==> config.mk <==
export PLATFORM = sky130hd
export DESIGN_NAME = version_string_compare_top_flat
export DESIGN_NICKNAME = d
export VERILOG_FILES = /design/src/rtl/vsc_pkg.sv /design/src/rtl/vsc_if.sv /design/src/rtl/version_string_compare_top.sv /design/src/flat_wrapper.sv
export SDC_FILE = /design/constraint.sdc
export NUM_CORES = 1
export LEC_CHECK = 0
export ABC_AREA = 0
export BUFFER_PORTS_ARGS = -buffer_cell sky130_fd_sc_hd__clkbuf_2
export CAP_MARGIN = 5
export CORE_ASPECT_RATIO = 2
export CORE_MARGIN = 2
export CORE_UTILIZATION = 25
export DETAILED_ROUTE_END_ITERATION = 10
export SLEW_MARGIN = 20
export SYNTH_ARGS = -nofsm -noshare
export SYNTH_HDL_FRONTEND = slang
export SYNTH_SLANG_ARGS = --single-unit
export TNS_END_PERCENT = 100
==> constraint.sdc <==
create_clock -name clk -period 10.55 [get_ports clk]
set_input_delay 0.5275 -clock clk [delete_from_list [all_inputs] [get_ports clk]]
set_output_delay 0.5275 -clock clk [all_outputs]
set_load 0.02 [all_outputs]
==> src/rtl/vsc_pkg.sv <==
// shared constants and result codes for the version string compare block
package vsc_pkg;

  // character codes
  localparam logic [7:0] CHAR_DOT  = 8'h2e;
  localparam logic [7:0] CHAR_ZERO = 8'h30;
  localparam logic [7:0] CHAR_NINE = 8'h39;

  // decimal base, part width and accumulator width
  localparam logic [3:0]  RADIX      = 4'd10;
  localparam int          PART_W     = 16;
  localparam int          ACC_W      = 20;

  // default number of dot separated parts
  localparam int PART_COUNT_DEF = 3;

  // comparison codes
  localparam logic signed [1:0] ORDER_EQUAL = 2'sb00;
  localparam logic signed [1:0] ORDER_NEWER = 2'sb01;
  localparam logic signed [1:0] ORDER_OLDER = 2'sb11;

endpackage

==> src/rtl/vsc_if.sv <==
// valid/ready channel interfaces for the character and result streams
interface vsc_in_if;
  logic       valid;
  logic       ready;
  logic [7:0] left_char;
  logic       left_present;
  logic [7:0] right_char;
  logic       right_present;
  logic       last;

  modport source (
    output valid, left_char, left_present, right_char, right_present, last,
    input  ready
  );
  modport sink (
    input  valid, left_char, left_present, right_char, right_present, last,
    output ready
  );
endinterface

interface vsc_out_if;
  logic              valid;
  logic              ready;
  logic              left_valid;
  logic              right_valid;
  logic              both_valid;
  logic signed [1:0] order;

  modport source (
    output valid, left_valid, right_valid, both_valid, order,
    input  ready
  );
  modport sink (
    input  valid, left_valid, right_valid, both_valid, order,
    output ready
  );
endinterface

==> src/rtl/version_string_compare_top.sv <==
// version string checker and comparator, one character pair per cycle while the result slot is free
// Path: the last character pair of a string pair passes the input register, then the
//   result register, which presents the result of that string pair.
// Throughput: one character pair per cycle unless a final pair waits on a full result;
//   the per-lane multiply-by-ten accumulate and the part compare sit between both registers.
// Reset: synchronous active low rst_n clears both lanes and empties both registers.
module version_string_compare_top #(
  parameter int PART_COUNT = vsc_pkg::PART_COUNT_DEF
) (
  input  logic        clk,
  input  logic        rst_n,
  vsc_in_if.sink      in_ch,
  vsc_out_if.source   out_ch
);

  localparam int IDX_W = (PART_COUNT > 1) ? $clog2(PART_COUNT) : 1;
  localparam logic [IDX_W-1:0] IDX_LAST = IDX_W'(PART_COUNT - 1);

  typedef struct packed {
    logic [IDX_W-1:0]                          idx;
    logic                                      seen;
    logic                                      failed;
    logic [PART_COUNT-1:0][vsc_pkg::PART_W-1:0] parts;
  } lane_t;

  // one character step of a lane
  function automatic lane_t lane_take(lane_t s, logic [7:0] c);
    lane_t                     n;
    logic [3:0]                dig;
    logic [vsc_pkg::ACC_W-1:0] cur;
    logic [vsc_pkg::ACC_W-1:0] acc;
    n   = s;
    dig = 4'(c - vsc_pkg::CHAR_ZERO);
    cur = vsc_pkg::ACC_W'(s.parts[s.idx]);
    acc = (cur << 3) + (cur << 1) + vsc_pkg::ACC_W'(dig);
    if (!s.failed) begin
      if (c >= vsc_pkg::CHAR_ZERO && c <= vsc_pkg::CHAR_NINE) begin
        if (acc[vsc_pkg::ACC_W-1:vsc_pkg::PART_W] != '0) begin
          n.failed = 1'b1;
        end else begin
          n.parts[s.idx] = acc[vsc_pkg::PART_W-1:0];
          n.seen         = 1'b1;
        end
      end else if (c == vsc_pkg::CHAR_DOT) begin
        if (!s.seen || s.idx == IDX_LAST) begin
          n.failed = 1'b1;
        end else begin
          n.idx  = s.idx + 1'b1;
          n.seen = 1'b0;
        end
      end else begin
        n.failed = 1'b1;
      end
    end
    return n;
  endfunction

  function automatic logic lane_ok(lane_t s);
    return !s.failed && s.seen && (s.idx == IDX_LAST);
  endfunction

  // first differing part decides
  function automatic logic signed [1:0] part_order(lane_t a, lane_t b);
    logic              found;
    logic signed [1:0] ord;
    found = 1'b0;
    ord   = vsc_pkg::ORDER_EQUAL;
    for (int i = 0; i < PART_COUNT; i++) begin
      if (!found && a.parts[i] != b.parts[i]) begin
        found = 1'b1;
        ord   = (a.parts[i] < b.parts[i]) ? vsc_pkg::ORDER_OLDER : vsc_pkg::ORDER_NEWER;
      end
    end
    return ord;
  endfunction

  // input register
  logic       s1_v_r;
  logic [7:0] s1_lchar_r;
  logic       s1_lpres_r;
  logic [7:0] s1_rchar_r;
  logic       s1_rpres_r;
  logic       s1_last_r;

  // lane state
  lane_t lane_l_r, lane_l_nxt, lane_l_upd;
  lane_t lane_r_r, lane_r_nxt, lane_r_upd;

  // result register
  logic              out_v_r;
  logic              out_lv_r, out_lv_nxt;
  logic              out_rv_r, out_rv_nxt;
  logic signed [1:0] out_ord_r, out_ord_nxt;

  logic s1_go;
  logic in_xfer;
  logic res_load;

  // a non-final item never needs the result slot
  assign s1_go    = s1_v_r && (!s1_last_r || !out_v_r || out_ch.ready);
  assign in_ch.ready = !s1_v_r || s1_go;
  assign in_xfer  = in_ch.valid && in_ch.ready;
  assign res_load = s1_go && s1_last_r;

  always_ff @(posedge clk) begin
    if (!rst_n) begin
      s1_v_r <= 1'b0;
    end else if (in_ch.ready) begin
      s1_v_r <= in_ch.valid;
    end
  end

  always_ff @(posedge clk) begin
    if (in_xfer) begin
      s1_lchar_r <= in_ch.left_char;
      s1_lpres_r <= in_ch.left_present;
      s1_rchar_r <= in_ch.right_char;
      s1_rpres_r <= in_ch.right_present;
      s1_last_r  <= in_ch.last;
    end
  end

  // lane update, then compare on the final item
  always_comb begin
    lane_l_upd = s1_lpres_r ? lane_take(lane_l_r, s1_lchar_r) : lane_l_r;
    lane_r_upd = s1_rpres_r ? lane_take(lane_r_r, s1_rchar_r) : lane_r_r;
    out_lv_nxt = lane_ok(lane_l_upd);
    out_rv_nxt = lane_ok(lane_r_upd);
    out_ord_nxt = (out_lv_nxt && out_rv_nxt) ? part_order(lane_l_upd, lane_r_upd)
                                             : vsc_pkg::ORDER_EQUAL;
    lane_l_nxt = lane_l_r;
    lane_r_nxt = lane_r_r;
    if (s1_go) begin
      lane_l_nxt = s1_last_r ? '0 : lane_l_upd;
      lane_r_nxt = s1_last_r ? '0 : lane_r_upd;
    end
  end

  always_ff @(posedge clk) begin
    if (!rst_n) begin
      lane_l_r <= '0;
      lane_r_r <= '0;
    end else begin
      lane_l_r <= lane_l_nxt;
      lane_r_r <= lane_r_nxt;
    end
  end

  // result register
  always_ff @(posedge clk) begin
    if (!rst_n) begin
      out_v_r <= 1'b0;
    end else if (res_load) begin
      out_v_r <= 1'b1;
    end else if (out_ch.ready) begin
      out_v_r <= 1'b0;
    end
  end

  always_ff @(posedge clk) begin
    if (res_load) begin
      out_lv_r  <= out_lv_nxt;
      out_rv_r  <= out_rv_nxt;
      out_ord_r <= out_ord_nxt;
    end
  end

  assign out_ch.valid       = out_v_r;
  assign out_ch.left_valid  = out_lv_r;
  assign out_ch.right_valid = out_rv_r;
  assign out_ch.both_valid  = out_lv_r && out_rv_r;
  assign out_ch.order       = out_ord_r;

  // a nonzero order only comes from two well formed strings
  a_order_needs_valid: assert property (@(posedge clk) disable iff (!rst_n)
    (out_v_r && out_ord_r != vsc_pkg::ORDER_EQUAL) |-> (out_lv_r && out_rv_r))
    else $error("order set while a lane is invalid");

  // order never takes the unused code
  a_order_code: assert property (@(posedge clk) disable iff (!rst_n)
    out_v_r |-> (out_ord_r != 2'sb10))
    else $error("order holds an undefined code");

  // a final item waiting on a full result slot blocks the input
  a_last_stalls: assert property (@(posedge clk) disable iff (!rst_n)
    (s1_v_r && s1_last_r && out_v_r && !out_ch.ready) |-> !in_ch.ready)
    else $error("input taken while final item is stalled");

  // lanes are clean after a final item
  a_lanes_clear: assert property (@(posedge clk) disable iff (!rst_n)
    res_load |=> (lane_l_r == '0 && lane_r_r == '0))
    else $error("lane state not cleared after final item");

  // a final item always fills the result slot
  a_result_loaded: assert property (@(posedge clk) disable iff (!rst_n)
    res_load |=> out_v_r)
    else $error("result lost after final item");

endmodule

==> src/flat_wrapper.sv <==
// flat-port wrapper written by rule: the top's interface ports become plain ports
module version_string_compare_top_flat 
#(
  parameter int PART_COUNT = vsc_pkg::PART_COUNT_DEF
)
  (clk, rst_n, in_ch_valid, in_ch_left_char, in_ch_left_present, in_ch_right_char, in_ch_right_present, in_ch_last, in_ch_ready, out_ch_valid, out_ch_left_valid, out_ch_right_valid, out_ch_both_valid, out_ch_order, out_ch_ready);
  vsc_in_if in_ch_i ();
  vsc_out_if out_ch_i ();
  input  logic clk;
  input  logic rst_n;
  input wire logic [$bits(in_ch_i.valid)-1:0] in_ch_valid;
  input wire logic [$bits(in_ch_i.left_char)-1:0] in_ch_left_char;
  input wire logic [$bits(in_ch_i.left_present)-1:0] in_ch_left_present;
  input wire logic [$bits(in_ch_i.right_char)-1:0] in_ch_right_char;
  input wire logic [$bits(in_ch_i.right_present)-1:0] in_ch_right_present;
  input wire logic [$bits(in_ch_i.last)-1:0] in_ch_last;
  output wire logic [$bits(in_ch_i.ready)-1:0] in_ch_ready;
  output wire logic [$bits(out_ch_i.valid)-1:0] out_ch_valid;
  output wire logic [$bits(out_ch_i.left_valid)-1:0] out_ch_left_valid;
  output wire logic [$bits(out_ch_i.right_valid)-1:0] out_ch_right_valid;
  output wire logic [$bits(out_ch_i.both_valid)-1:0] out_ch_both_valid;
  output wire logic [$bits(out_ch_i.order)-1:0] out_ch_order;
  input wire logic [$bits(out_ch_i.ready)-1:0] out_ch_ready;
  assign in_ch_i.valid = in_ch_valid;
  assign in_ch_i.left_char = in_ch_left_char;
  assign in_ch_i.left_present = in_ch_left_present;
  assign in_ch_i.right_char = in_ch_right_char;
  assign in_ch_i.right_present = in_ch_right_present;
  assign in_ch_i.last = in_ch_last;
  assign in_ch_ready = in_ch_i.ready;
  assign out_ch_valid = out_ch_i.valid;
  assign out_ch_left_valid = out_ch_i.left_valid;
  assign out_ch_right_valid = out_ch_i.right_valid;
  assign out_ch_both_valid = out_ch_i.both_valid;
  assign out_ch_order = out_ch_i.order;
  assign out_ch_i.ready = out_ch_ready;
  version_string_compare_top #(.PART_COUNT(PART_COUNT)) u_core (.clk(clk), .rst_n(rst_n), .in_ch(in_ch_i), .out_ch(out_ch_i));
endmodule
[Word level (Yosys, flattened, before mapping)]
Index checks and enable logic that the tools add are counted.
Cells by class
  $add $sub $neg: 8
  order comparisons: 11
  equal/unequal tests: 9
  multiplexer cells: 46
  reduce and logical (&&, ||, !) cells: 32
Operators by type and width (number)
  2-to-1 mux 52 bit: 6
  2-to-1 mux 48 bit: 4
  bitwise mux 48 bit: 2
  binary-select mux 16 bit (select 2 bit): 2
  demux 16 bit (select 2 bit): 2
  2-to-1 mux 16 bit: 4
  < comparator 16 bit: 3
  != test 16 bit: 3
  adder 19 x 17 -> 20 bit: 2
  adder 20 x 4 -> 20 bit: 2
  2-to-1 mux 2 bit: 10
  == test 8 x 6 -> 1 bit (second input constant): 2
  >= comparator 8 x 6 -> 1 bit (second input constant): 2
  <= comparator 8 x 6 -> 1 bit (second input constant): 2
  logical AND 1 bit: 15
  2-to-1 mux 1 bit: 12
  2-to-1 mux 3 bit: 4
  logical NOT 1 bit: 9
  == test 2 bit (second input constant): 4
  nonzero test 4 bit: 2
  subtractor 4 x 1 -> 4 bit (second input constant): 2
  < comparator 2 x 3 -> 1 bit (second input constant): 2
  logical OR 1 bit: 5
  adder 2 x 1 -> 2 bit (second input constant): 2
  2 further kinds: 3
Storage, ports and cells
  register bits: 129
  bits of input ports: 23
  output and inout port bits: 7
  word-level logic and storage cells: 128

[Depth between registers and ports, before layout]
Gate-level depths: netlist of the first run.
  depth after elaboration: 17
  depth in mapped cells: 29
  depth with buffers taken out: 26

[Worst setup path after synthesis of the first run]
Ideal clock, no wire load.
  path kind: register to register
  from: register u_core.lane_l_r[51] (netlist name)
  to: register u_core.out_ord_r[1] (netlist: u_core.out_ch.order[1]), data pin
  library setup time: 207 ps
  arrival: 6318 ps
  setup slack: 4025 ps
  cell stages (with the launch flop): 27
  path buffers: 5
  period minus slack after synthesis: 6525 ps
  path through: dfxtp_1 clkbuf_1 buf_1 clkbuf_1 o22ai_1 ha_1 ha_1 buf_2 and4_4 nand4_1 or4b_1 nand3_1 or3b_4 nor4_4 nand3_2 clkbuf_1 mux2_2 ha_1 nand4_1 nor2_1 nand2_1 or3_1 a21oi_1 o21ai_0 a2111oi_0 a41oi_1 a2111oi_0
On the way
  cells in the longest elaborated chain, start to end: 17
  elaborated cells between the ends (all ways): 49
Ends and longest elaborated chain
  start: declaration: line version_string_compare_top.sv:86  | lane_t lane_l_r, lane_l_nxt, lane_l_upd;
  start signal: assignment: line version_string_compare_top.sv:144  | lane_l_r <= lane_l_nxt;
  binary-select mux 16 bit (select 2 bit) (tied with other cells): line version_string_compare_top.sv:34  | cur = vsc_pkg::ACC_W'(s.parts[s.idx]);
  2-to-1 mux 16 bit (implied by the code) / logical AND 1 bit (equally long branches): line version_string_compare_top.sv:34, version_string_compare_top.sv:41
  adder 19 x 17 -> 20 bit / 2-to-1 mux 16 bit (equally long branches): line version_string_compare_top.sv:35, version_string_compare_top.sv:41
  adder 20 x 4 -> 20 bit / demux 16 bit (select 2 bit) (equally long branches)
  nonzero test 4 bit / bitwise mux 48 bit (equally long branches): line version_string_compare_top.sv:38, version_string_compare_top.sv:41
  2-to-1 mux 48 bit: line version_string_compare_top.sv:38  | if (acc[vsc_pkg::ACC_W-1:vsc_pkg::PART_W] != '0) begin
  2-to-1 mux 48 bit: line version_string_compare_top.sv:37  | if (c >= vsc_pkg::CHAR_ZERO && c <= vsc_pkg::CHAR_NINE) begin
  2-to-1 mux 52 bit: line version_string_compare_top.sv:36  | if (!s.failed) begin
  2-to-1 mux 52 bit *: line version_string_compare_top.sv:125  | lane_l_upd = s1_lpres_r ? lane_take(lane_l_r, s1_lchar_r) : lane_l_r;
  parallel branches: the longest is 8 deep, another holds < comparator 16 bit
  end signal: assignment: line version_string_compare_top.sv:164  | out_ord_r <= out_ord_nxt;
  end: declaration: line version_string_compare_top.sv:93  | logic signed [1:0] out_ord_r, out_ord_nxt;
Every way passes the cells marked *. The select of a mux whose other input is x is not followed.
A chain may end at the register's enable or synchronous reset.

[Worst setup path in the final report of the first run]
  from: register u_core.lane_r_r[50] (netlist name)
  to: register u_core.out_ord_r[1] (netlist: u_core.out_ch.order[1]), data pin
On the way
  cells in the longest elaborated chain, start to end: 17
  elaborated cells between the ends (all ways): 49
Ends and longest elaborated chain
  start: declaration: line version_string_compare_top.sv:87  | lane_t lane_r_r, lane_r_nxt, lane_r_upd;
  start signal: assignment: line version_string_compare_top.sv:145  | lane_r_r <= lane_r_nxt;
  binary-select mux 16 bit (select 2 bit) (tied with other cells): line version_string_compare_top.sv:34
  2-to-1 mux 16 bit (implied by the code) / logical AND 1 bit (equally long branches): line version_string_compare_top.sv:34, version_string_compare_top.sv:41
  adder 19 x 17 -> 20 bit / 2-to-1 mux 16 bit (equally long branches): line version_string_compare_top.sv:35, version_string_compare_top.sv:41
  adder 20 x 4 -> 20 bit / demux 16 bit (select 2 bit) (equally long branches)
  nonzero test 4 bit / bitwise mux 48 bit (equally long branches): line version_string_compare_top.sv:38, version_string_compare_top.sv:41
  2-to-1 mux 48 bit: line version_string_compare_top.sv:38
  2-to-1 mux 48 bit: line version_string_compare_top.sv:37
  2-to-1 mux 52 bit: line version_string_compare_top.sv:36
  2-to-1 mux 52 bit *: line version_string_compare_top.sv:126  | lane_r_upd = s1_rpres_r ? lane_take(lane_r_r, s1_rchar_r) : lane_r_r;
  parallel branches: the longest is 8 deep, another holds < comparator 16 bit
Marks and branches as above.

==> results of run 1 <==
cell families after synthesis:
kind of cell | share of synthesized area
AOI/OAI and AO/OA | 0.232
xor gates and xnor gates | 0.0253
adders and majority gates | 0.158
buffers and inverters | 0.0331
DFF | 0.290
muxes | 0.109
and+or+nand+nor | 0.153
area by class of cell:
class,count,area (um^2),area share
inverter,22,82.6,0.00752
multi-input combinational,874,6590,0.600
tap,520,651,0.0592
sequential,129,2810,0.256
clock inverter,15,151,0.0138
timing repair buffer,46,273,0.0248
clock buffer,17,425,0.0387
sequential cells by signal, summed over array words and instances, names as in the netlist:
register	count
u_core.s1_rchar_r	8
u_core.lane_r_r	52
u_core.s1_rpres_r	1
u_core.out_ch.valid	1
u_core.s1_last_r	1
u_core.s1_lpres_r	1
u_core.out_ch.right_valid	1
u_core.s1_v_r	1
u_core.out_ch.order	2
u_core.out_ch.left_valid	1
u_core.s1_lchar_r	8
u_core.lane_l_r	52
how the worst min path moves through the flow:
stage / end / slack [ns]
6_report: u_core.s1_rchar_r[7] / 0.26
5_1_grt: u_core.s1_lchar_r[4] / 0.25
4_1_cts: u_core.s1_lchar_r[6] / 0.24
3_5_place_dp: u_core.lane_r_r[36] / 0.47
3_3_place_gp: u_core.lane_l_r[21] / 0.46
2_1_floorplan: u_core.lane_l_r[25] / 0.44
worst register-to-register path: stages, from the launching register on:
cell       delay, ns
dfxtp_1         0.80
nor2b_2         0.73
a21oi_1         0.23
fa_1            0.53
inv_1           0.07
fa_1            0.48
a211oi_1        0.23
o21ai_0         0.27
o21ai_0         0.40
and3b_1         0.22
o2111ai_1       0.32
a2111oi_4       0.59
and2_1          0.32
buf_4           0.37
mux2i_1         0.25
ha_1            0.28
a211o_1         0.26
a21oi_1         0.12
o21ai_0         0.10
a31oi_1         0.19
o21ai_0         0.14
a2111oi_0       0.39
a41oi_1         0.09
a2111oi_0       0.44
metrics by stage:
stage | cells | area (um^2) | total power [W] | utilization | hold slack [ns]
after detailed placement | 1591 | 10400 | 0.000573 | 0.270 | 0.472
final | 1623 | 11000 | 0.00114 | 0.285 | 0.258
after global routing | 1623 | 11000 | 0.00118 | 0.285 | 0.252
after global placement | 1591 | 10400 | 0.000572 | 0.270 | 0.461
after floorplan | 1079 | 9710 | 0.000552 | - | 0.443
after CTS | 1623 | 11000 | 0.00115 | 0.285 | 0.243
power by group through the flow:
stage	Combinational (W)	Sequential (W)	Clock, W
detailed placement	0.0000503	0.000523	0
finish	0.0000512	0.000512	0.000580
floorplan	0.0000313	0.000521	0
global route	0.0000540	0.000512	0.000611
global placement	0.0000499	0.000522	0
CTS	0.0000505	0.000512	0.000590
placed cells by master (no fill, tap or decap), drive strengths merged, types with 5 or more instances in the layout:
cell,n
nand2,134
ha,116
dfxtp,106
o21ai,103
mux2i,84
a21oi,48
clkbuf,46
a22o,36
nor2,34
inv,29
nor2b,27
nand3,24
a21boi,23
edfxtp,23
mux2,19
a21o,18
o2bb2ai,18
buf,17
xnor2,15
nand4b,15
o22ai,14
xor2,13
nand4,11
nand2b,11
o21a,9
a32oi,9
a211oi,8
and2,8
o211ai,6
nor3,6
a2111oi,6
and3,5
o21bai,5
clkinv,5
layer usage:
layer  share of wire  up-vias
met1            0.33     4038
li1                -     4063
met2            0.56      266
met4           0.093        0
met3           0.024      134
met5               0        -
==> results.cfg, run 1 <==
[status]
status = complete, no violations

[critical_path]
cpMaxStageDelayCell = dfxtp_1
worst_r2r_endpoint = u_core.out_ch.order[1]
worst_setup_path_start_kind = flop
worstPathCellList = nor2b_2, a21oi_1, fa_1, inv_1, fa_1, a211oi_1, o21ai_0, o21ai_0, and3b_1, o2111ai_1, a2111oi_4, and2_1, buf_4, mux2i_1, ha_1, a211o_1, a21oi_1, o21ai_0, a31oi_1, o21ai_0, a2111oi_0, a41oi_1, a2111oi_0
cp.required_ns = 10.76
cp-startpoint = u_core.lane_r_r[50]
worstPathArrival_ns = 8.24
cp.depth = 23
endpoint_kind = flop
crit_path_frequent_cell = o21ai_0
cp_num_buf_inv = 2
r2r_setup_slack_ns = 2.52
cpPeakStageDelay_ns = 0.80
crit_family = compound AO/OA/AOI/OAI gates
worst-setup-path-type = reg2reg
ff2ff_path_depth = 23
reg2reg_from = u_core.lane_r_r[50]
crit_fanout = 23
crit_end = u_core.out_ch.order[1]

[cts]
cts_buffer_depth = 2
cts_resized = 0
clkSlewWorstSetupHoldPaths_ns = 0.06
ctsHoldBuffers = 0
cts_buffers = 17
cts_root_buffer = clkbuf_16
cts_tree = done
postCtsSetupBuffers = 0
worstSkewPairLatency_ns = 0.44
numClockSinks = 129
cts_max_level = 4

[power]
power_leakage_nw = 4.23
p_comb_frac = 0.045
netSwitchingPower_w = 0.000291
peakVddDrop_uv = 86.9
seq_power_share = 0.448
p_int_w = 0.000853
power.density_nw_per_um2 = 104
switching_share = 0.254
clkPwrFrac = 0.507

[synth]
syn-num-nets = 1222
syn_area_um2 = 9710
synthFlopType = dfxtp_1
synth_seq_cells = 129
yosysUniqueCellTypes = 67
yosysWarnings = 0
synth.most_common_cell = nand2_1
synth-edff-count = 23
synth_seq_area_share = 0.290
synth.avg_cell_area_um2 = 8.99
synth.area.top_cells = dfxtp_1, ha_1, mux2i_1, edfxtp_1, nand2_1
yosysTopAreaCell = dfxtp_1
synth_top_cell_area_share = 0.219
synthArstFlopShare = 0
synthTopCellsByCount = nand2_1, ha_1, dfxtp_1
syn_inst = 1079

[floorplan]
die_area_um2 = 40500
num_io_pins = 30
initial_core_util = 0.252
fp.dieW_um = 143
fp.coreArea_um2 = 38500
core.rowCount = 102
fp.dieH_um = 283

[sta]
fin_ws_ns = 2.52
finalSetupViolCount = 0
grt_setup_unrepaired = false
clock_skew_ns = 0.00824
period_share = 0.761
finalHoldViolations = 0
slew_viol_final = 0
worst_pin_slew_ns = 1.28
layout_min_cycle_time_ns = 8.03
tns_ns = 0
max_freq_mhz = 124
slew_headroom = 0.138

[hold_path]
hold_depth = 1
hp-start = in_ch_right_char[7]
min_path_type = in2reg

[global_route]
met2_usage = 0.310
grtUsageMet1 = 0.130
grt_pass1_vias = 8787
grt_max_degree = 43
top_usage_layer = met2
track_usage = 0.155
grt_first_pass_wirelength_mm = 47.6
met3_usage = 0.0178
overflow = 0
antenna_found_initial = 0

[placed_design]
dp_hpwl_mm = 25.3
portBuffers = 29
dp_slack_ns = 2.30
gp_congestion = 0.940

[drt]
totalWireLength_mm = 31.2
drc = 0
final_antenna_net_count = 0
wl_per_cell_um = 19.3
drt_iter0_markers = 618
via_per_inst = 5.24
drt-pass1-iter-count = 5
dr_total_vias = 8501

[finish]
area_growth_pct = 13.2
drive_gt1_frac = 0.107
n_antenna_cell = 0
final_nets = 1233
fillers = 4192

[flow_run]
maxCapViolCount = 0
Note: power is estimated with default switching activity, not from simulation.
==> run 2, diff against run 1 <==
==> constraint.sdc (replaced) <==
create_clock -name clk -period 7.8 [get_ports clk]
set_input_delay 0.39 -clock clk [delete_from_list [all_inputs] [get_ports clk]]
set_output_delay 0.39 -clock clk [all_outputs]
set_load 0.02 [all_outputs]
==> results.cfg, run 2 (synthesis gave the netlist of run 1 again) <==
[global_route]
grtUsageMet1 = 0.138
antenna_found_initial = 0
top_usage_layer = met2
met2_usage = 0.325
grt_first_pass_wirelength_mm = 50.6
grt_max_degree = 43
grt_pass1_vias = 9127
met3_usage = 0.0234
overflow = 0
track_usage = 0.166

[critical_path]
cpPeakStageDelay_ns = 0.67
crit_family = compound AO/OA/AOI/OAI gates
reg2reg_from = u_core.lane_r_r[51]
cpMaxStageDelayCell = a221oi_1
worst-setup-path-type = reg2reg
worst_setup_path_start_kind = flop
endpoint_kind = flop
worstPathCellList = buf_4, mux2i_1, o21ai_0, ha_1, ha_1, a21oi_1, o21ai_0, a221oi_1, and3b_1, o2111ai_1, a2111oi_4, and2_2, mux2i_1, ha_1, a211o_1, a21oi_1, o21ai_0, a31oi_1, o21ai_0, a2111oi_0, a41oi_1, a2111oi_1
worstPathArrival_ns = 7.55
r2r_setup_slack_ns = 0.49
worst_r2r_endpoint = u_core.out_ch.order[1]
crit_fanout = 13
cp.required_ns = 8.04
ff2ff_path_depth = 22
cp_num_buf_inv = 1
cp-startpoint = u_core.lane_r_r[51]
crit_path_frequent_cell = o21ai_0

[sta]
slew_viol_final = 0
worst_pin_slew_ns = 1.17
period_share = 0.938
grt_setup_unrepaired = false
tns_ns = 0
finalHoldViolations = 0
clock_skew_ns = 0.0110
max_freq_mhz = 137
finalSetupViolCount = 0
slew_headroom = 0.212
layout_min_cycle_time_ns = 7.31

[floorplan]
core.rowCount = 102
initial_core_util = 0.252
fp.coreArea_um2 = 38500
die_area_um2 = 40500
num_io_pins = 30
fp.dieH_um = 283
fp.dieW_um = 143

[power]
seq_power_share = 0.427
p_comb_frac = 0.044
total_power_w = 0.00162
power.density_nw_per_um2 = 146
p_int_w = 0.00122
peakVddDrop_uv = 120
clkPwrFrac = 0.530
netSwitchingPower_w = 0.000405
power_leakage_nw = 4.29
switching_share = 0.250

[cts]
cts_buffers = 17
cts_tree = done
postCtsSetupBuffers = 0
worstSkewPairLatency_ns = 0.46
cts_buffer_depth = 2
numClockSinks = 129
clkSlewWorstSetupHoldPaths_ns = 0.07
cts_max_level = 4
cts_root_buffer = clkbuf_16

[placed_design]
portBuffers = 29
gp_congestion = 0.987
dp_hpwl_mm = 26.7

[drt]
wl_per_cell_um = 20.2
drt-pass1-iter-count = 5
totalWireLength_mm = 32.9
drc = 0
drt_iter0_markers = 608
via_per_inst = 5.31
dr_total_vias = 8673
final_antenna_net_count = 0

[finish]
final_common_cell = nand2_1
layout_common_cells = nand2_1, ha_1, dfxtp_1
n_antenna_cell = 0
fillers = 4156
area_growth_pct = 14.5
drive_gt1_frac = 0.117
final_nets = 1242
biggestRegsByFlops = u_core.lane_l_r: 52 flops, u_core.lane_r_r: 52 flops

[hold_path]
min_path_type = in2reg
hold_end = u_core.s1_rchar_r[6]
hp-start = in_ch_right_char[6]
hold_depth = 1

[status]
status = complete, no violations

[flow_run]
maxCapViolCount = 0
==> run 2: repair_timing <==
item / in CTS / in global routing
hold buffers: 0 / 0
resized for setup: 0 / 7
setup endpoints to repair: 0 / 1
==> run 2: how the worst max path moves through the flow <==
stage | endpoint | cells past startpoint
global placement | u_core.out_ch.order[1] | 24
floorplan | u_core.out_ch.order[1] | 26
global route | u_core.out_ch.order[1] | 22
detailed placement | u_core.out_ch.order[1] | 24
CTS | u_core.out_ch.order[1] | 24
finish | u_core.out_ch.order[1] | 22
==> run 2: power groups by stage <==
stage	Combinational (W)	Clock [W]	Sequential (W)
floorplan	0.0000424	0	0.000704
global placement	0.0000691	0	0.000707
detailed placement	0.0000698	0	0.000707
CTS	0.0000700	0.000864	0.000692
global route	0.0000755	0.000893	0.000693
finish	0.0000709	0.000859	0.000692
==> run 2: final cells by class <==
| type | instances | area [um^2] | area share |
|---|---|---|---|
| Multi-Input combinational cell | 874 | 6600 | 0.594 |
| Sequential cell | 129 | 2810 | 0.253 |
| Tap cell | 520 | 651 | 0.0585 |
| Clock buffer | 17 | 425 | 0.0383 |
| Timing Repair Buffer | 55 | 344 | 0.0310 |
| Clock inverter | 15 | 196 | 0.0177 |
| Inverter | 22 | 82.6 | 0.00743 |
==> run 2: metal layers <==
metal	part of all wire	vias to the layer above
met4	0.099	0
met2	0.55	291
met3	0.031	152
met1	0.32	4148
li1	-	4082
met5	0	-
==> run 2: stage by stage <==
stage          utilization  cells  worst slack [ns]  cell area, um^2  hold slack, ns
2_1_floorplan            -   1079              1.27             9710           0.443
3_5_place_dp         0.272   1600             0.362            10500           0.474
3_3_place_gp         0.272   1600             0.522            10500           0.458
5_1_grt              0.288   1632             0.134            11100           0.102
4_1_cts              0.288   1632             0.320            11100          0.0984
6_report             0.288   1632             0.486            11100          0.0990
